## config.mk

```make
export PLATFORM = sky130hd
export DESIGN_NAME = line_follow_steering_flat
export DESIGN_NICKNAME = d
export VERILOG_FILES = /design/src/design/lfs_pkg.sv /design/src/design/lfs_if.sv /design/src/design/lfs_ctrl.sv /design/src/design/lfs_dp.sv /design/src/design/line_follow_steering.sv /design/src/flat_wrapper.sv
export SDC_FILE = /design/constraint.sdc
export NUM_CORES = 1
export LEC_CHECK = 0
export BUFFER_PORTS_ARGS = -buffer_cell sky130_fd_sc_hd__buf_2
export CORE_ASPECT_RATIO = 1.2
export CORE_UTILIZATION = 55
export CTS_BUF_LIST = sky130_fd_sc_hd__clkbuf_4
export DETAILED_ROUTE_END_ITERATION = 16
export PLACE_DENSITY = 0.76
export REMOVE_ABC_BUFFERS = 1
export SETUP_SLACK_MARGIN = 0.4
export SLEW_MARGIN = 20
export SYNTH_ARGS = -nofsm -noshare
export SYNTH_HDL_FRONTEND = slang
export SYNTH_HIERARCHICAL = 1
export SYNTH_SLANG_ARGS = --single-unit
```

## constraint.sdc

```tcl
create_clock -name clk -period 4 [get_ports clk]
set_clock_uncertainty 0.05 [all_clocks]
set_input_delay 0.4 -clock clk [delete_from_list [all_inputs] [get_ports clk]]
set_output_delay 0.4 -clock clk [all_outputs]
set_load 0.02 [all_outputs]
```

## src/design/lfs_pkg.sv

```systemverilog
// Shared types and constants for the line follower steering block.
// No dependencies; imported by lfs_ctrl, lfs_dp and line_follow_steering.
`default_nettype none

package lfs_pkg;

  // Wheel direction codes on the result channel
  typedef enum logic [1:0] {
    WHEEL_STOP = 2'd0,
    WHEEL_FWD  = 2'd1,
    WHEEL_BACK = 2'd2
  } wheel_t;

  // Turn direction codes kept in the history ring
  typedef enum logic [1:0] {
    TURN_NONE  = 2'd0,
    TURN_LEFT  = 2'd1,
    TURN_RIGHT = 2'd2
  } turn_t;

  // What one sample asks for after classification
  typedef enum logic [1:0] {
    KIND_NONE = 2'd0,
    KIND_CMD  = 2'd1,
    KIND_SPIN = 2'd2
  } kind_t;

  // Controller states
  typedef enum logic [2:0] {
    S_IDLE = 3'd0,
    S_EVAL = 3'd1,
    S_SCAN = 3'd2,
    S_SPIN = 3'd3,
    S_MUL  = 3'd4,
    S_OUT  = 3'd5
  } state_t;

  // Widths
  localparam int SPEED_W = 10;
  localparam int LIMIT_W = 8;
  localparam int GAIN_W  = 9;
  localparam int IDX_W   = 3;
  localparam int PROD_W  = SPEED_W + GAIN_W;

  // Configuration register indexes
  localparam logic [IDX_W-1:0] CFG_BASE_SPEED  = 3'd0;
  localparam logic [IDX_W-1:0] CFG_TURN_SPEED  = 3'd1;
  localparam logic [IDX_W-1:0] CFG_SLOW_SPEED  = 3'd2;
  localparam logic [IDX_W-1:0] CFG_SPIN_SPEED  = 3'd3;
  localparam logic [IDX_W-1:0] CFG_SHARP_SPEED = 3'd4;
  localparam logic [IDX_W-1:0] CFG_LOST_LIMIT  = 3'd5;
  localparam logic [IDX_W-1:0] CFG_LEFT_GAIN   = 3'd6;

  // Register reset values
  localparam logic [SPEED_W-1:0] BASE_SPEED_RST  = 10'd700;
  localparam logic [SPEED_W-1:0] TURN_SPEED_RST  = 10'd500;
  localparam logic [SPEED_W-1:0] SLOW_SPEED_RST  = 10'd500;
  localparam logic [SPEED_W-1:0] SPIN_SPEED_RST  = 10'd600;
  localparam logic [SPEED_W-1:0] SHARP_SPEED_RST = 10'd600;
  localparam logic [LIMIT_W-1:0] LOST_LIMIT_RST  = 8'd5;
  localparam logic [GAIN_W-1:0]  LEFT_GAIN_RST   = 9'd269;

  localparam logic [SPEED_W-1:0] DUTY_MAX = 10'd1000;
  localparam logic [LIMIT_W-1:0] LOST_MAX = 8'd255;

  // Controller to datapath commands
  typedef struct packed {
    logic load_in;   // capture the sensor sample
    logic eval;      // classify, update lost count and ring, load command
    logic scan_step; // count one history entry
    logic set_spin;  // pick spin direction from the counts
    logic mul;       // register the left gain product
    logic emit;      // load the result register
  } lfs_cmd_t;

  // Datapath to controller status
  typedef struct packed {
    kind_t kind;
    logic  scan_last;
    logic  out_free;
  } lfs_sts_t;

endpackage

`default_nettype wire

```

## src/design/lfs_if.sv

```systemverilog
// Valid/ready channel interfaces for sensor samples and motor commands.
// Depends on nothing.
`default_nettype none

interface lfs_in_if;
  logic valid;
  logic ready;
  logic sensor_left;
  logic sensor_mid_left;
  logic sensor_mid_right;
  logic sensor_right;

  modport source (output valid, output sensor_left, output sensor_mid_left,
                  output sensor_mid_right, output sensor_right, input ready);
  modport sink (input valid, input sensor_left, input sensor_mid_left,
                input sensor_mid_right, input sensor_right, output ready);
endinterface

interface lfs_out_if;
  logic       valid;
  logic       ready;
  logic [1:0] left_dir;
  logic [1:0] right_dir;
  logic [9:0] left_duty;
  logic [9:0] right_duty;
  logic       cross_hold;

  modport source (output valid, output left_dir, output right_dir, output left_duty,
                  output right_duty, output cross_hold, input ready);
  modport sink (input valid, input left_dir, input right_dir, input left_duty,
                input right_duty, input cross_hold, output ready);
endinterface

`default_nettype wire

```

## src/design/lfs_ctrl.sv

```systemverilog
// Sequencing state machine for the steering block.
// Depends on lfs_pkg; drives lfs_dp through lfs_cmd_t and reads lfs_sts_t.
`default_nettype none

module lfs_ctrl
  import lfs_pkg::*;
(
  input  wire logic     clk,
  input  wire logic     rst_n,
  input  wire logic     in_valid,
  output logic          in_ready,
  input  wire lfs_sts_t sts,
  output lfs_cmd_t      cmd
);

  state_t state_r, state_nxt;

  // State register
  always_ff @(posedge clk) begin
    if (!rst_n) begin
      state_r <= S_IDLE;
    end else begin
      state_r <= state_nxt;
    end
  end

  // Next state and commands
  always_comb begin
    state_nxt = state_r;
    cmd       = '0;
    in_ready  = 1'b0;
    unique case (state_r)
      S_IDLE: begin
        in_ready    = 1'b1;
        cmd.load_in = in_valid;
        if (in_valid) state_nxt = S_EVAL;
      end
      S_EVAL: begin
        cmd.eval = 1'b1;
        unique case (sts.kind)
          KIND_SPIN: state_nxt = S_SCAN;
          KIND_CMD:  state_nxt = S_MUL;
          default:   state_nxt = S_IDLE;
        endcase
      end
      S_SCAN: begin
        cmd.scan_step = 1'b1;
        if (sts.scan_last) state_nxt = S_SPIN;
      end
      S_SPIN: begin
        cmd.set_spin = 1'b1;
        state_nxt    = S_MUL;
      end
      S_MUL: begin
        cmd.mul   = 1'b1;
        state_nxt = S_OUT;
      end
      S_OUT: begin
        // hold until the result register can take the item
        cmd.emit = sts.out_free;
        if (sts.out_free) state_nxt = S_IDLE;
      end
      default: state_nxt = S_IDLE;
    endcase
  end

endmodule

`default_nettype wire

```

## src/design/lfs_dp.sv

```systemverilog
// Datapath: configuration registers, pattern decode, lost counter, history
// ring with serial majority count, left gain multiply and result register.
// Depends on lfs_pkg and lfs_out_if; commanded by lfs_ctrl.
`default_nettype none

module lfs_dp
  import lfs_pkg::*;
#(
  parameter int HISTORY_DEPTH = 5
) (
  input  wire logic               clk,
  input  wire logic               rst_n,
  input  wire logic               cfg_we,
  input  wire logic [IDX_W-1:0]   cfg_idx,
  input  wire logic [SPEED_W-1:0] cfg_data,
  input  wire logic [3:0]         sensors,
  input  wire lfs_cmd_t           cmd,
  output lfs_sts_t                sts,
  lfs_out_if.source               out_ch
);

  localparam int PTR_W = (HISTORY_DEPTH > 1) ? $clog2(HISTORY_DEPTH) : 1;
  localparam int CNT_W = $clog2(HISTORY_DEPTH + 1);
  localparam logic [PTR_W-1:0] PTR_LAST = PTR_W'(HISTORY_DEPTH - 1);

  // Configuration registers
  logic [SPEED_W-1:0] base_speed_r, turn_speed_r, slow_speed_r, spin_speed_r, sharp_speed_r;
  logic [LIMIT_W-1:0] lost_limit_r;
  logic [GAIN_W-1:0]  left_gain_r;

  always_ff @(posedge clk) begin
    if (!rst_n) begin
      base_speed_r  <= BASE_SPEED_RST;
      turn_speed_r  <= TURN_SPEED_RST;
      slow_speed_r  <= SLOW_SPEED_RST;
      spin_speed_r  <= SPIN_SPEED_RST;
      sharp_speed_r <= SHARP_SPEED_RST;
      lost_limit_r  <= LOST_LIMIT_RST;
      left_gain_r   <= LEFT_GAIN_RST;
    end else if (cfg_we) begin
      unique case (cfg_idx)
        CFG_BASE_SPEED:  base_speed_r  <= cfg_data;
        CFG_TURN_SPEED:  turn_speed_r  <= cfg_data;
        CFG_SLOW_SPEED:  slow_speed_r  <= cfg_data;
        CFG_SPIN_SPEED:  spin_speed_r  <= cfg_data;
        CFG_SHARP_SPEED: sharp_speed_r <= cfg_data;
        CFG_LOST_LIMIT:  lost_limit_r  <= cfg_data[LIMIT_W-1:0];
        CFG_LEFT_GAIN:   left_gain_r   <= cfg_data[GAIN_W-1:0];
        default: ;
      endcase
    end
  end

  // Sample register
  logic [3:0] sensor_r;
  always_ff @(posedge clk) begin
    if (cmd.load_in) sensor_r <= sensors;
  end

  logic l, ml, mr, r;
  assign {l, ml, mr, r} = sensor_r;

  // Machine state
  logic [LIMIT_W-1:0] lost_count_r;
  logic [1:0]         hist_r [HISTORY_DEPTH];
  logic [PTR_W-1:0]   ptr_r;
  turn_t              last_dir_r;

  // Decode the sample
  logic               any_lit;
  logic [LIMIT_W-1:0] lost_inc;
  kind_t              kind;
  wheel_t             c_ldir, c_rdir;
  logic [SPEED_W-1:0] c_lspeed, c_rspeed;
  logic               c_lzero, c_rzero, c_hold, rec_en;
  turn_t              rec_dir;

  always_comb begin
    any_lit  = l | ml | mr | r;
    lost_inc = (lost_count_r < LOST_MAX) ? lost_count_r + 1'b1 : lost_count_r;
    kind     = KIND_CMD;
    c_ldir   = WHEEL_FWD;
    c_rdir   = WHEEL_FWD;
    c_lspeed = base_speed_r;
    c_rspeed = base_speed_r;
    c_lzero  = 1'b0;
    c_rzero  = 1'b0;
    c_hold   = 1'b0;
    rec_en   = 1'b0;
    rec_dir  = TURN_LEFT;
    if (!any_lit) begin
      // lost line: spin once the limit is passed, direction set after the scan
      kind     = (lost_inc > lost_limit_r) ? KIND_SPIN : KIND_NONE;
      c_ldir   = WHEEL_BACK;
      c_lspeed = spin_speed_r;
      c_rspeed = spin_speed_r;
    end else if (l && ml && mr && r) begin
      c_lspeed = slow_speed_r;
      c_rspeed = slow_speed_r;
      c_hold   = 1'b1;
    end else if (l && (ml || mr)) begin
      c_ldir   = WHEEL_STOP;
      c_lzero  = 1'b1;
      c_rspeed = turn_speed_r;
      rec_en   = 1'b1;
    end else if (r && (ml || mr)) begin
      c_rdir   = WHEEL_STOP;
      c_rzero  = 1'b1;
      c_lspeed = turn_speed_r;
      rec_en   = 1'b1;
      rec_dir  = TURN_RIGHT;
    end else if (ml && mr) begin
      // straight run keeps the base speed defaults
    end else if (ml) begin
      c_lspeed = turn_speed_r;
      rec_en   = 1'b1;
    end else if (mr) begin
      c_rspeed = turn_speed_r;
      rec_en   = 1'b1;
      rec_dir  = TURN_RIGHT;
    end else if (l && !r) begin
      c_ldir   = WHEEL_BACK;
      c_lspeed = sharp_speed_r;
      c_rspeed = sharp_speed_r;
      rec_en   = 1'b1;
    end else if (r && !l) begin
      c_rdir   = WHEEL_BACK;
      c_lspeed = sharp_speed_r;
      c_rspeed = sharp_speed_r;
      rec_en   = 1'b1;
      rec_dir  = TURN_RIGHT;
    end else begin
      // both outer sensors only
      kind = KIND_NONE;
    end
  end

  // Lost counter, history ring and last direction
  always_ff @(posedge clk) begin
    if (!rst_n) begin
      lost_count_r <= '0;
      ptr_r        <= '0;
      last_dir_r   <= TURN_NONE;
      for (int i = 0; i < HISTORY_DEPTH; i++) hist_r[i] <= TURN_NONE;
    end else if (cmd.eval) begin
      lost_count_r <= any_lit ? '0 : lost_inc;
      if (rec_en) begin
        hist_r[ptr_r] <= rec_dir;
        ptr_r         <= (ptr_r == PTR_LAST) ? '0 : ptr_r + 1'b1;
        last_dir_r    <= rec_dir;
      end
    end
  end

  // Serial majority count over the ring, one entry per cycle
  logic [PTR_W-1:0] scan_idx_r;
  logic [CNT_W-1:0] n_left_r, n_right_r;

  always_ff @(posedge clk) begin
    if (cmd.eval) begin
      scan_idx_r <= '0;
      n_left_r   <= '0;
      n_right_r  <= '0;
    end else if (cmd.scan_step) begin
      scan_idx_r <= scan_idx_r + 1'b1;
      if (hist_r[scan_idx_r] == TURN_LEFT)  n_left_r  <= n_left_r + 1'b1;
      if (hist_r[scan_idx_r] == TURN_RIGHT) n_right_r <= n_right_r + 1'b1;
    end
  end

  // Command registers
  wheel_t             ldir_r, rdir_r;
  logic [SPEED_W-1:0] lspeed_r, rduty_r;
  logic               lzero_r, hold_r;
  logic               spin_right;

  always_comb begin
    if (n_left_r > n_right_r)      spin_right = 1'b0;
    else if (n_right_r > n_left_r) spin_right = 1'b1;
    else                           spin_right = (last_dir_r == TURN_RIGHT);
  end

  always_ff @(posedge clk) begin
    if (cmd.eval) begin
      ldir_r   <= c_ldir;
      rdir_r   <= c_rdir;
      lspeed_r <= c_lspeed;
      lzero_r  <= c_lzero;
      hold_r   <= c_hold;
      rduty_r  <= c_rzero ? '0 : ((c_rspeed > DUTY_MAX) ? DUTY_MAX : c_rspeed);
    end else if (cmd.set_spin) begin
      ldir_r <= spin_right ? WHEEL_FWD : WHEEL_BACK;
      rdir_r <= spin_right ? WHEEL_BACK : WHEEL_FWD;
    end
  end

  // Left gain product, Q1.8
  logic [PROD_W-1:0] prod_r;
  always_ff @(posedge clk) begin
    if (cmd.mul) prod_r <= lspeed_r * left_gain_r;
  end

  // Saturate the scaled left duty
  logic [PROD_W-9:0]  scaled;
  logic [SPEED_W-1:0] lduty;
  always_comb begin
    scaled = prod_r[PROD_W-1:8];
    if (lzero_r)                                    lduty = '0;
    else if (scaled > {1'b0, DUTY_MAX})             lduty = DUTY_MAX;
    else                                            lduty = scaled[SPEED_W-1:0];
  end

  // Result register
  logic out_valid_r;
  always_ff @(posedge clk) begin
    if (!rst_n) begin
      out_valid_r <= 1'b0;
    end else if (cmd.emit) begin
      out_valid_r <= 1'b1;
    end else if (out_ch.ready) begin
      out_valid_r <= 1'b0;
    end
  end

  logic [1:0]         o_ldir_r, o_rdir_r;
  logic [SPEED_W-1:0] o_lduty_r, o_rduty_r;
  logic               o_hold_r;
  always_ff @(posedge clk) begin
    if (cmd.emit) begin
      o_ldir_r  <= ldir_r;
      o_rdir_r  <= rdir_r;
      o_lduty_r <= lduty;
      o_rduty_r <= rduty_r;
      o_hold_r  <= hold_r;
    end
  end

  assign out_ch.valid      = out_valid_r;
  assign out_ch.left_dir   = o_ldir_r;
  assign out_ch.right_dir  = o_rdir_r;
  assign out_ch.left_duty  = o_lduty_r;
  assign out_ch.right_duty = o_rduty_r;
  assign out_ch.cross_hold = o_hold_r;

  // Status
  assign sts.kind      = kind;
  assign sts.scan_last = (scan_idx_r == PTR_LAST);
  assign sts.out_free  = !out_valid_r || out_ch.ready;

  // Checks
  a_lost_clear: assert property (@(posedge clk) disable iff (!rst_n)
    cmd.eval && any_lit |=> lost_count_r == '0)
    else $error("lost counter not cleared by a lit sample");

  a_ptr_range: assert property (@(posedge clk) disable iff (!rst_n)
    ptr_r <= PTR_LAST)
    else $error("history pointer out of range");

  a_cross_fwd: assert property (@(posedge clk) disable iff (!rst_n)
    out_valid_r && o_hold_r |-> o_ldir_r == WHEEL_FWD && o_rdir_r == WHEEL_FWD)
    else $error("crossroad hold without both wheels forward");

  a_emit_valid: assert property (@(posedge clk) disable iff (!rst_n)
    cmd.emit |=> out_valid_r)
    else $error("emitted item not presented");

endmodule

`default_nettype wire

```

## src/design/line_follow_steering.sv

```systemverilog
// Top level of the four-sensor line follower steering block.
// Depends on lfs_pkg, lfs_if, lfs_ctrl and lfs_dp.
//
// Each accepted item is one sensor sample; it yields one motor command or
// none. A sample that gives a direct command passes from acceptance
// through decode, gain multiply and output load before the next item can be
// accepted. A sample that gives no result is only accepted and decoded. A
// lost-line spin adds a history scan, one entry per cycle through a single
// read port, and a spin direction step. A finished command waits in an output
// register, so the next sample is taken while the previous command is still
// unread; a new command stalls in the last step only when that register is
// still occupied. Configuration writes go straight into the registers.
`default_nettype none

module line_follow_steering
  import lfs_pkg::*;
#(
  parameter int HISTORY_DEPTH = 5
) (
  input  wire logic               clk,
  input  wire logic               rst_n,
  input  wire logic               cfg_we,
  input  wire logic [IDX_W-1:0]   cfg_idx,
  input  wire logic [SPEED_W-1:0] cfg_data,
  lfs_in_if.sink                  in_ch,
  lfs_out_if.source               out_ch
);

  lfs_cmd_t cmd;
  lfs_sts_t sts;
  logic     in_ready;

  assign in_ch.ready = in_ready;

  lfs_ctrl u_ctrl (
    .clk      (clk),
    .rst_n    (rst_n),
    .in_valid (in_ch.valid),
    .in_ready (in_ready),
    .sts      (sts),
    .cmd      (cmd)
  );

  lfs_dp #(
    .HISTORY_DEPTH (HISTORY_DEPTH)
  ) u_dp (
    .clk      (clk),
    .rst_n    (rst_n),
    .cfg_we   (cfg_we),
    .cfg_idx  (cfg_idx),
    .cfg_data (cfg_data),
    .sensors  ({in_ch.sensor_left, in_ch.sensor_mid_left,
                in_ch.sensor_mid_right, in_ch.sensor_right}),
    .cmd      (cmd),
    .sts      (sts),
    .out_ch   (out_ch)
  );

endmodule

`default_nettype wire
```

## src/flat_wrapper.sv

```systemverilog
// flat-port wrapper written by rule: the top's interface ports become plain ports
module line_follow_steering_flat import lfs_pkg::*;
#(
  parameter int HISTORY_DEPTH = 5
)
  (clk, rst_n, cfg_we, cfg_idx, cfg_data, in_ch_valid, in_ch_sensor_left, in_ch_sensor_mid_left, in_ch_sensor_mid_right, in_ch_sensor_right, in_ch_ready, out_ch_valid, out_ch_left_dir, out_ch_right_dir, out_ch_left_duty, out_ch_right_duty, out_ch_cross_hold, out_ch_ready);
  lfs_in_if in_ch_i ();
  lfs_out_if out_ch_i ();
  input  wire logic clk;
  input  wire logic rst_n;
  input  wire logic cfg_we;
  input  wire logic [IDX_W-1:0] cfg_idx;
  input  wire logic [SPEED_W-1:0] cfg_data;
  input wire logic [$bits(in_ch_i.valid)-1:0] in_ch_valid;
  input wire logic [$bits(in_ch_i.sensor_left)-1:0] in_ch_sensor_left;
  input wire logic [$bits(in_ch_i.sensor_mid_left)-1:0] in_ch_sensor_mid_left;
  input wire logic [$bits(in_ch_i.sensor_mid_right)-1:0] in_ch_sensor_mid_right;
  input wire logic [$bits(in_ch_i.sensor_right)-1:0] in_ch_sensor_right;
  output wire logic [$bits(in_ch_i.ready)-1:0] in_ch_ready;
  output wire logic [$bits(out_ch_i.valid)-1:0] out_ch_valid;
  output wire logic [$bits(out_ch_i.left_dir)-1:0] out_ch_left_dir;
  output wire logic [$bits(out_ch_i.right_dir)-1:0] out_ch_right_dir;
  output wire logic [$bits(out_ch_i.left_duty)-1:0] out_ch_left_duty;
  output wire logic [$bits(out_ch_i.right_duty)-1:0] out_ch_right_duty;
  output wire logic [$bits(out_ch_i.cross_hold)-1:0] out_ch_cross_hold;
  input wire logic [$bits(out_ch_i.ready)-1:0] out_ch_ready;
  assign in_ch_i.valid = in_ch_valid;
  assign in_ch_i.sensor_left = in_ch_sensor_left;
  assign in_ch_i.sensor_mid_left = in_ch_sensor_mid_left;
  assign in_ch_i.sensor_mid_right = in_ch_sensor_mid_right;
  assign in_ch_i.sensor_right = in_ch_sensor_right;
  assign in_ch_ready = in_ch_i.ready;
  assign out_ch_valid = out_ch_i.valid;
  assign out_ch_left_dir = out_ch_i.left_dir;
  assign out_ch_right_dir = out_ch_i.right_dir;
  assign out_ch_left_duty = out_ch_i.left_duty;
  assign out_ch_right_duty = out_ch_i.right_duty;
  assign out_ch_cross_hold = out_ch_i.cross_hold;
  assign out_ch_i.ready = out_ch_ready;
  line_follow_steering #(.HISTORY_DEPTH(HISTORY_DEPTH)) u_core (.clk(clk), .rst_n(rst_n), .cfg_we(cfg_we), .cfg_idx(cfg_idx), .cfg_data(cfg_data), .in_ch(in_ch_i), .out_ch(out_ch_i));
endmodule
```

Word-level counts from Yosys, hierarchy flattened
Memories as Yosys holds them, arrays and structs flattened. A register that Yosys moved wholly into a read port is not among the register bits. Index checks and enable logic that the tools add are counted. W data, S select, Z words.

Add/subtract/negate cells: 5. Multiply operators: 1. $lt $le $gt $ge: 6. Eq/ne operators: 21. Multiplexer cells: 102. Bitwise logic cells: 4. Reductions and logical operators: 32.

Operators with widths (count): $mux W10 (18); $mux W2 (33); $mux W1 (40); $eq A3 B3 Y1 const B (7); $mux W3 (7); $reduce_and A2 Y1 (10); $mul A10 B9 Y19 (1); $pmux W3 S6 (1); $mux W8 (2); $add A3 B1 Y3 const B (4); $eq A3 B2 Y1 const B (4); $gt A11 B10 Y1 const B (1); $gt A10 B10 Y1 const B (1); $add A8 B1 Y8 const B (1); $gt A8 B8 Y1 (1); $logic_and A1 B1 Y1 (8); $lt A8 B8 Y1 const B (1); $reduce_or A2 Y1 (4); $eq A2 B2 Y1 const B (3); $eq A3 B1 Y1 const B (2); $gt A3 B3 Y1 (2); $logic_not A3 Y1 (2); $pmux W3 S2 (1); $eq A2 B1 Y1 const B (2); 8 further kinds (15).

Flip-flop bits (word level): 167. RAM bits: 10. Output and inout port bits: 27. Logic and storage cells: 202. Memories kept: 1.

Memories: u_core.u_dp.hist_r (depth 5, bits a word 2, rd ports 1, clocked after Yosys merged registers in 1, wr ports 5, line lfs_dp.sv:65) `logic [1:0] hist_r [HISTORY_DEPTH];`.

Longest topological paths before layout
Gate-level depths: netlist of the first run.

Word-level depth: 17. Gate-level depth with buffers: 17.

Modules after synthesis
Netlist of the first run, hierarchy kept.

Modules (own cells, without submodules): lfs_dp (times used 1, cells each 1159, area each 10849.2 µm²); lfs_ctrl (times used 1, cells each 34, area each 282.8 µm²).

Least setup slack after synthesis of the first run
No wires, ideal clock.

Kind: reg2reg. Start: register u_core.u_dp.lspeed_r[3]. End: register u_core.u_dp.prod_r[16], data pin. Arrival time: 4.145 ns. Path slack: -0.455 ns. Stages on the path, launching flop included: 16. Buffers on the path: 1. Clock period less this slack: 4.455 ns. Cell sequence: edfxtp_1 clkbuf_1 and2_1 fa_1 fa_1 fa_1 inv_1 fa_1 inv_1 ha_1 o21a_1 o21a_1 o21a_1 o22a_1 a21oi_1 xnor2_1.

Word-level cells in the longest chain between the ends: 1.

Ends and longest elaborated chain: start: declaration (line lfs_dp.sv:173) `logic [SPEED_W-1:0] lspeed_r, rduty_r;`; start signal: assignment (line lfs_dp.sv:187) `lspeed_r <= c_lspeed;`; $mul A10 B9 Y19 (line lfs_dp.sv:200) `if (cmd.mul) prod_r <= lspeed_r * left_gain_r;`; end signal: assignment (line lfs_dp.sv:200); end: declaration (line lfs_dp.sv:198) `logic [PROD_W-1:0] prod_r;`.

Every way passes these cells. A chain may end at the register's enable or synchronous reset.

Worst setup path after layout of the first run
Start: register u_core.u_dp.lspeed_r[7]. End: register u_core.u_dp.prod_r[14], data pin.

Same word-level chain as after synthesis.

==> results of run 1 <==
[synth_stat cells (5+ instances only)]
| library cell | instances |
|---|---|
| o21a_1 | 10 |
| inv_1 | 94 |
| nor2_1 | 70 |
| a21o_1 | 7 |
| ha_1 | 56 |
| fa_1 | 56 |
| edfxtp_1 | 82 |
| o22ai_1 | 9 |
| nand2b_1 | 15 |
| a22oi_1 | 7 |
| nand3_1 | 50 |
| nor3_1 | 22 |
| mux2i_1 | 11 |
| a211oi_1 | 5 |
| dfxtp_1 | 96 |
| a31oi_1 | 5 |
| o21ai_0 | 27 |
| nand2_1 | 223 |
| nor2b_1 | 10 |
| buf_6 | 5 |
| clkbuf_1 | 31 |
| o211ai_1 | 13 |
| a21boi_0 | 46 |
| a21oi_1 | 42 |
| xor2_1 | 7 |
| o31ai_1 | 5 |
| xnor2_1 | 12 |
| and3_1 | 13 |
| nand4_1 | 9 |
| buf_2 | 9 |
| and2_1 | 57 |
[what timing repair did]
action / in CTS / in global routing
gates resized for setup: 38 / 23
hold buffers: 4 / 1
setup buffers: 4 / 4
endpoints found under the hold margin: 4 / 1
setup endpoints to repair: 11 / 11
pin swaps: 26 / 31
[cells by family (layout without fill, tap and decap cells)]
logic type | Yosys count | in the layout | share of synthesized area [%]
simple gates | 497 | 497 | 21.13
compound gates | 220 | 220 | 13.83
flops | 178 | 178 | 39.38
buf+inv | 148 | 242 | 5.597
fa+ha+maj | 112 | 112 | 16.37
xor+xnor | 19 | 19 | 1.495
mux | 19 | 19 | 2.203
other cells | 0 | 1 | 0
[routing by layer]
metal	up-vias	wire length, um	GRT usage [%]
met1	4257	10320	29.96
met3	64	1427	4.451
met2	285	13970	50.31
met5	-	0	0
li1	4259	-	-
met4	0	918	11.07
[critical path: cells and delay by family, from the launching register on]
kind                     cells  cell delay, ns
AO/OA/AOI/OAI                4            0.67
XOR/XNOR                     1            0.11
adder cells (fa/ha/maj)      5            2.29
buffers and inverters        5            0.44
flip-flops                   1            0.47
AND/OR/NAND/NOR              1            0.05
[metrics by stage]
stage                     instance area (um2)  std cells  TNS (ns)  hold slack, ns  worst slack [ns]
after floorplan                         10870       1141    -36.63          0.3503            -1.194
after global placement                  11850       1503    -3.174          0.3513           -0.4192
after detailed placement                11850       1503    -4.063          0.3545           -0.5248
after CTS                               12350       1543    -2.665        0.006461           -0.3410
after global routing                    12480       1549    -4.134         0.02290           -0.4785
final                                   12480       1549    -2.318         0.05242           -0.3252
[final cells by class]
type | instances | area, um2 | area share, %
diodes | 1 | 2.502 | 0.02005
multi-input cells | 867 | 6365 | 51.01
flip-flops and latches | 178 | 4389 | 35.18
well taps | 261 | 326.6 | 2.617
inverters | 96 | 360.3 | 2.888
clock buffers | 18 | 135.1 | 1.083
repair buffers | 114 | 767.0 | 6.147
clock inverters | 14 | 132.6 | 1.063
[report_power, final]
part           switching (mW)  internal [mW]
Combinational           0.994          0.898
Clock                   0.695          0.289
Sequential             0.0622           2.06
Total                    1.75           3.25
[worst paths after layout]
kind,end,slack [ns],cells after the start
hold reg to reg,u_core/u_dp/out_ch.left_dir[1],0.39,0
setup / recovery,u_core/u_dp/prod_r[14],-0.33,16
hold / removal,u_core/u_dp/slow_speed_r[9],0.05,3
setup reg to reg,u_core/u_dp/prod_r[14],-0.33,16
[registers in the layout (all words and copies together) (netlist names), 4 cells and up, named ones only]
name                           cells
u_core/u_dp/hist_r                16
u_core/u_dp/prod_r                11
u_core/u_dp/base_speed_r          10
u_core/u_dp/lspeed_r              10
u_core/u_dp/out_ch.left_duty      10
u_core/u_dp/out_ch.right_duty     10
u_core/u_dp/rduty_r               10
u_core/u_dp/sharp_speed_r         10
u_core/u_dp/slow_speed_r          10
u_core/u_dp/spin_speed_r          10
u_core/u_dp/turn_speed_r          10
u_core/u_dp/left_gain_r            9
u_core/u_dp/lost_count_r           8
u_core/u_dp/lost_limit_r           8
u_core/u_dp/sensor_r               4
==> summary.md, run 1 <==
| Metric | Value |
|---|---|
| Ports | `49` |
| Crit start category | `flop` |
| 1st-iter DRT viols | `672` |
| First-pass GRT wire length | `approximately 43 mm` |
| Site Rows | `56` |
| Post-route ant nets | `0` |
| CORE AREA | `19,690 um2` |
| Worst path cell trace | `buf_6 > nand2_4 > fa_1 > inv_2 > fa_1 > inv_1 > fa_1 > inv_1 > fa_1 > ha_4 > o21a_4 > o2111ai_4 > o211ai_1 > a21oi_2 > buf_4 > xnor2_2` |
| Final #Nets | `1,408` |
| Initial antenna violation count | `1` |
| Die width | `around 130 um` |
| Drt via density | `5.723` |
| Worst-skew pair later-pin latency | `roughly 0.59 ns` |
| Synth cell types | `slightly below 80` |
| Period utilization | `108.1%` |
| Initial Utilization | `approximately 57%` |
| DR WL/cell | `17.20 um` |
| HP Start | `cfg_data[9]` |
| Fmax | `roughly 0.23 GHz` |
| Worst IR Drop VDD | `around 0.24 mV` |
| Critical R2R Launch | `u_core/u_dp/lspeed_r[7]` |
| Synthesis-to-layout area growth | `12.09%` |
| Worst path max stage delay | `around 0.57 ns` |
| Min Clock Period, post-route | `4.325 ns` |
| Hold crit path type | `in2reg` |
| Status | `finished with violations` |
| First-pass DRT Iterations | `7` |
| Power Density | `around 400 nW/um2` |
| Finished Core Util | `between 60% and 70%` |
| Slowest CP cell | `fa_1` |
| CP Capture Type | `flop` |
| Share of the synthesized area in the top cell type | `22.12%` |
| CTS Root Cell | `clkbuf_4` |
| Static leakage | `a little over 5 nW` |
| Top cells by area, synth | `edfxtp_1 22%, dfxtp_1 17%, fa_1 10%, nand2_1 7.5%, ha_1 6.3%` |
| CTS HTree Levels | `4` |
| Pin count of the biggest net entering global routing | `88` |
| Setup ws final | `-0.3252 ns` |
| Synth Cell Area | `11,130 um2` |
| Clock tree buffer depth | `2` |
| Final Max Slew Viols | `0` |
| Dominant synthesized flop cell | `dfxtp_1` |
| Clock sinks | `roughly 180` |
| Max Cap Viol | `0` |
| Critical Path Start | `u_core/u_dp/lspeed_r[7]` |
| Syn_area_per_cell | `slightly above 9 um2` |
| Detailed-route DRC error count | `0` |
| Final Hold Fails | `0` |
| Vias in the first global route | `a little under 9,000` |
| Yosys warnings | `6` |
| Most frequent CP cell | `fa_1` |
| CP Data Required Time | `~4.3 ns` |
| CTS tree | `yes` |
| GRT Total Usage | `approximately a quarter` |
| Total power | `between 4 and 5 mW` |
| Syn Inst Count | `around 1,200` |
| Slew HR | `27.87%` |
| Dpl hpwl | `19.80 mm` |
| Num CTS Buffers | `17` |
| Final Wtd Congestion | `between 1 and 1.5` |
| Most frequent cells in the layout | `220 x nand2_1, 92 x dfxtp_1, 86 x inv_1, 82 x edfxtp_1, 69 x nor2_1` |
| Clock transition at the registers of the reported paths | `0.16 ns` |
| Most common cell after layout, fill and taps aside | `nand2_1` |
| Worst-margin pin slew | `1.078 ns` |
| Routed via count | `slightly below 9,000` |
| Yosys top cell by area | `edfxtp_1` |
| Final setup vio count | `11` |
| Post-synth EDFFs | `just over 80` |
| Crit Path Max Fanout | `5` |
| FFs w/ async S/R, synth | `0%` |
| Chip Height | `around 160 um` |
| RSZ-0062 raised after global routing | `true` |
| Die area | `~21,000 um2` |
| Yosys reg bits | `~180` |
| WP data arrival | `~4.6 ns` |
| GRT overflow | `0` |
| Fraction of layout cells with a size suffix above 1 | `17.17%` |
| I/O Buffers | `48` |
| Seq/Total Area, Yosys | `39.38%` |
| Fill cells | `1,616` |
| CP Class | `reg2reg` |
| Failing checks | `negative setup slack` |
| Drt total wl | `about 27 mm` |
No activity file was read; power rests on OpenSTA's default activity.
==> run 2, diff against run 1 <==
--- a/config.mk
+++ b/config.mk
@@ -7,10 +7,10 @@
 export LEC_CHECK = 0
 export BUFFER_PORTS_ARGS = -buffer_cell sky130_fd_sc_hd__buf_2
 export CORE_ASPECT_RATIO = 1.2
-export CORE_UTILIZATION = 55
+export CORE_UTILIZATION = 37
 export CTS_BUF_LIST = sky130_fd_sc_hd__clkbuf_4
 export DETAILED_ROUTE_END_ITERATION = 16
-export PLACE_DENSITY = 0.76
+export PLACE_DENSITY = 0.55
 export REMOVE_ABC_BUFFERS = 1
 export SETUP_SLACK_MARGIN = 0.4
 export SLEW_MARGIN = 20
==> run 2 against run 1 <==
  * The run still ends with negative setup slack left
  * Sequential share of layout area shrank 0.81 points
  * Critical path depth fell by 1
  * Critical path type unchanged
  * Non-clock buffer count up 6
  * Worst hold slack improved by 0.023 ns
  * Total power up 2.5%
  * Combinational power increased by 3%
  * Global-route usage fell by 7.9 points
==> summary.md, run 2 (synthesized netlist as in run 1, its figures left out) <==
| Metric | Value |
|---|---|
| Status | `finished with violations (unchanged)` |
| Failing checks | `negative setup slack (unchanged)` |
| Power Internal | `3.326 mW (was 3.246 mW)` |
| Placed cell area | `12,070 um2 (was 11,850 um2)` |
| Final #Nets | `1,414 (was 1,408)` |
| Finished Layout Cells | `1,685 (was 1,549)` |
| Site Rows | `69 (was 56)` |
| CP Class | `reg2reg (unchanged)` |
| Vias in the first global route | `8,683 (was 8,691)` |
| Clock transition at the registers of the reported paths | `0.18 ns (was 0.16 ns)` |
| Worst IR Drop VDD | `0.1658 mV (was 0.2357 mV)` |
| Fraction of layout cells with a size suffix above 1 | `17.48% (was 17.17%)` |
| Final setup vio count | `10 (was 11)` |
| Max Cap Viol | `0 (unchanged)` |
| Post-Place Setup Slack | `-0.6104 ns (was -0.5248 ns)` |
| Hold_ws | `0.07515 ns (was 0.05242 ns)` |
| I/O Buffers | `48 (unchanged)` |
| Post-Place Cells | `1,639 (was 1,503)` |
| Clock tree buffer depth | `2 (unchanged)` |
| Final Max Slew Viols | `0 (unchanged)` |
| M2 GR Usage | `35.07% (was 50.31%)` |
| CTS HTree Levels | `4 (unchanged)` |
| Period utilization | `108.4% (was 108.1%)` |
| DR WL/cell | `16.54 um (was 17.20 um)` |
| Clock sinks | `178 (unchanged)` |
| Area of the multi-input gates | `6396 um2 (was 6365 um2)` |
| Drt total wl | `27.87 mm (was 26.64 mm)` |
| 1st-iter DRT viols | `478 (was 672)` |
| Finished Cell Area | `12,760 um2 (was 12,480 um2)` |
| WP data arrival | `4.65 ns (was 4.63 ns)` |
| Setup ws final | `-0.3353 ns (was -0.3252 ns)` |
| Die area | `30,790 um2 (was 20,820 um2)` |
| GRT overflow | `0 (unchanged)` |
| Clock Power Share | `20.7% (was 19.7%)` |
| Routed via count | `8,635 (was 8,865)` |
| Total power | `5.122 mW (was 4.997 mW)` |
| Static leakage | `5.241 nW (was 5.184 nW)` |
| Worst-skew pair later-pin latency | `0.61 ns (was 0.59 ns)` |
| Final Wtd Congestion | `0.9470 (was 1.005)` |
| Biggest registers after layout | `u_core/u_dp/hist_r (16), u_core/u_dp/prod_r (11) (unchanged)` |
| Switching Share | `35.06% (was 35.04%)` |
| Top reg by flops | `u_core/u_dp/hist_r (unchanged)` |
| Fmax | `0.2307 GHz (was 0.2312 GHz)` |
| Storage element area | `4387 um2 (was 4389 um2)` |
| GRT Total Usage | `18.80% (was 26.75%)` |
| Most frequent cells in the layout | `216 x nand2_1, 94 x dfxtp_1, 87 x inv_1, 82 x edfxtp_1, 67 x nor2_1 (was 220 x nand2_1, 92 x dfxtp_1, 86 x inv_1, 82 x edfxtp_1, 69 x nor2_1)` |
| GRT busiest layer | `met2 (unchanged)` |
| Crit start category | `flop (unchanged)` |
| Sequential share of power | `41.5% (was 42.5%)` |
| Num CTS Buffers | `17 (unchanged)` |
| Min Clock Period, post-route | `4.335 ns (was 4.325 ns)` |
| Finished Core Util | `43.10% (was 63.38%)` |
| Met3 capacity usage during global routing | `3.088% (was 4.451%)` |
| First-pass GRT wire length | `45.31 mm (was 43.49 mm)` |
| CP Capture Type | `flop (unchanged)` |
| Drt via density | `5.125 (was 5.723)` |
| Chip Height | `192.0 um (was 157.8 um)` |
| Post-route ant nets | `0 (unchanged)` |
| Die width | `160.3 um (was 131.9 um)` |
| Power Density | `401.3 nW/um2 (was 400.4 nW/um2)` |
| First-pass DRT Iterations | `6 (was 7)` |
| Comb pwr share | `37.8% (was 37.9%)` |
| CTS tree | `yes (unchanged)` |
| Setup TNS | `-2.227 ns (was -2.318 ns)` |
| Dpl hpwl | `20.95 mm (was 19.80 mm)` |
| Initial Utilization | `37.59% (was 56.54%)` |
| Switching power | `1.796 mW (was 1.751 mW)` |
| CORE AREA | `29,610 um2 (was 19,690 um2)` |
| Fill cells | `2,929 (was 1,616)` |
| Pin count of the biggest net entering global routing | `89 (was 88)` |
| Detailed-route DRC error count | `0 (unchanged)` |
| Max reg flops | `16 (unchanged)` |
| Met1 usage | `21.06% (was 29.96%)` |
| Hold crit path type | `in2reg (unchanged)` |
| Final Hold Fails | `0 (unchanged)` |
| Slew HR | `28.72% (was 27.87%)` |
| Most common cell after layout, fill and taps aside | `nand2_1 (unchanged)` |
| CP Data Required Time | `4.32 ns (was 4.31 ns)` |
| Crit Path Max Fanout | `4 (was 5)` |
| CTS Root Cell | `clkbuf_4 (unchanged)` |
| Initial antenna violation count | `1 (unchanged)` |
| Synthesis-to-layout area growth | `14.66% (was 12.09%)` |
| RSZ-0062 raised after global routing | `true (unchanged)` |
| Ports | `49 (unchanged)` |
| Worst-margin pin slew | `1.065 ns (was 1.078 ns)` |
==> run 2: cell type report <==
type                    instances  area share, %
flip-flops and latches        178          34.37
diodes                          2        0.03921
repair buffers                120          6.480
multi-input cells             867          50.11
well taps                     390          3.823
clock inverters                15          1.353
clock buffers                  17         0.9999
inverters                      96          2.823
==> run 2: what timing repair did <==
| item | 4_1_cts | 5_1_grt |
|---|---|---|
| hold buffers | 5 | 0 |
| endpoints found under the hold margin | 8 | 0 |
| gates cloned | 0 | 0 |
| resized for setup | 33 | 38 |
| endpoints found under the setup margin | 11 | 11 |
| buffers inserted | 4 | 3 |
| pin swaps | 28 | 17 |
==> run 2: metal layers <==
layer | share of wire (%) | wire (um)
met5 | 0 | 0
met4 | 2.8 | 769
met1 | 41 | 11400
met2 | 52 | 14610
met3 | 3.9 | 1090
==> run 2: worst paths after layout <==
check                          start                        endpoint  slack [ns]  cells after the start
min                      cfg_data[8]    u_core/u_dp/sharp_speed_r[8]        0.08                      3
max          u_core/u_dp/lspeed_r[6]          u_core/u_dp/prod_r[17]       -0.34                     15
max reg2reg  u_core/u_dp/lspeed_r[6]          u_core/u_dp/prod_r[17]       -0.34                     15
min reg2reg    u_core/u_dp/ldir_r[0]  u_core/u_dp/out_ch.left_dir[0]        0.39                      0
==> run 2: power groups by stage <==
stage / registers (mW) / clock network (mW) / logic (mW)
after CTS: 2.12 / 1.12 / 1.71
after floorplan: 2.18 / 0 / 0.980
after global placement: 2.16 / 0 / 1.51
after global routing: 2.14 / 1.18 / 2.16
final: 2.12 / 1.06 / 1.94
after detailed placement: 2.16 / 0 / 1.53
==> run 2: worst max-delay path, cell delays in order, from the launching register on <==
cell and delay [ns]:
edfxtp_1 0.51, buf_6 0.16, and2_4 0.15, fa_1 0.52, fa_1 0.42, fa_1 0.49
inv_1 0.05, fa_1 0.54, inv_2 0.04, ha_4 0.21, o21a_1 0.12, o21a_1 0.20
o21a_1 0.16, o22a_2 0.22, nand4_1 0.13, o311ai_2 0.11
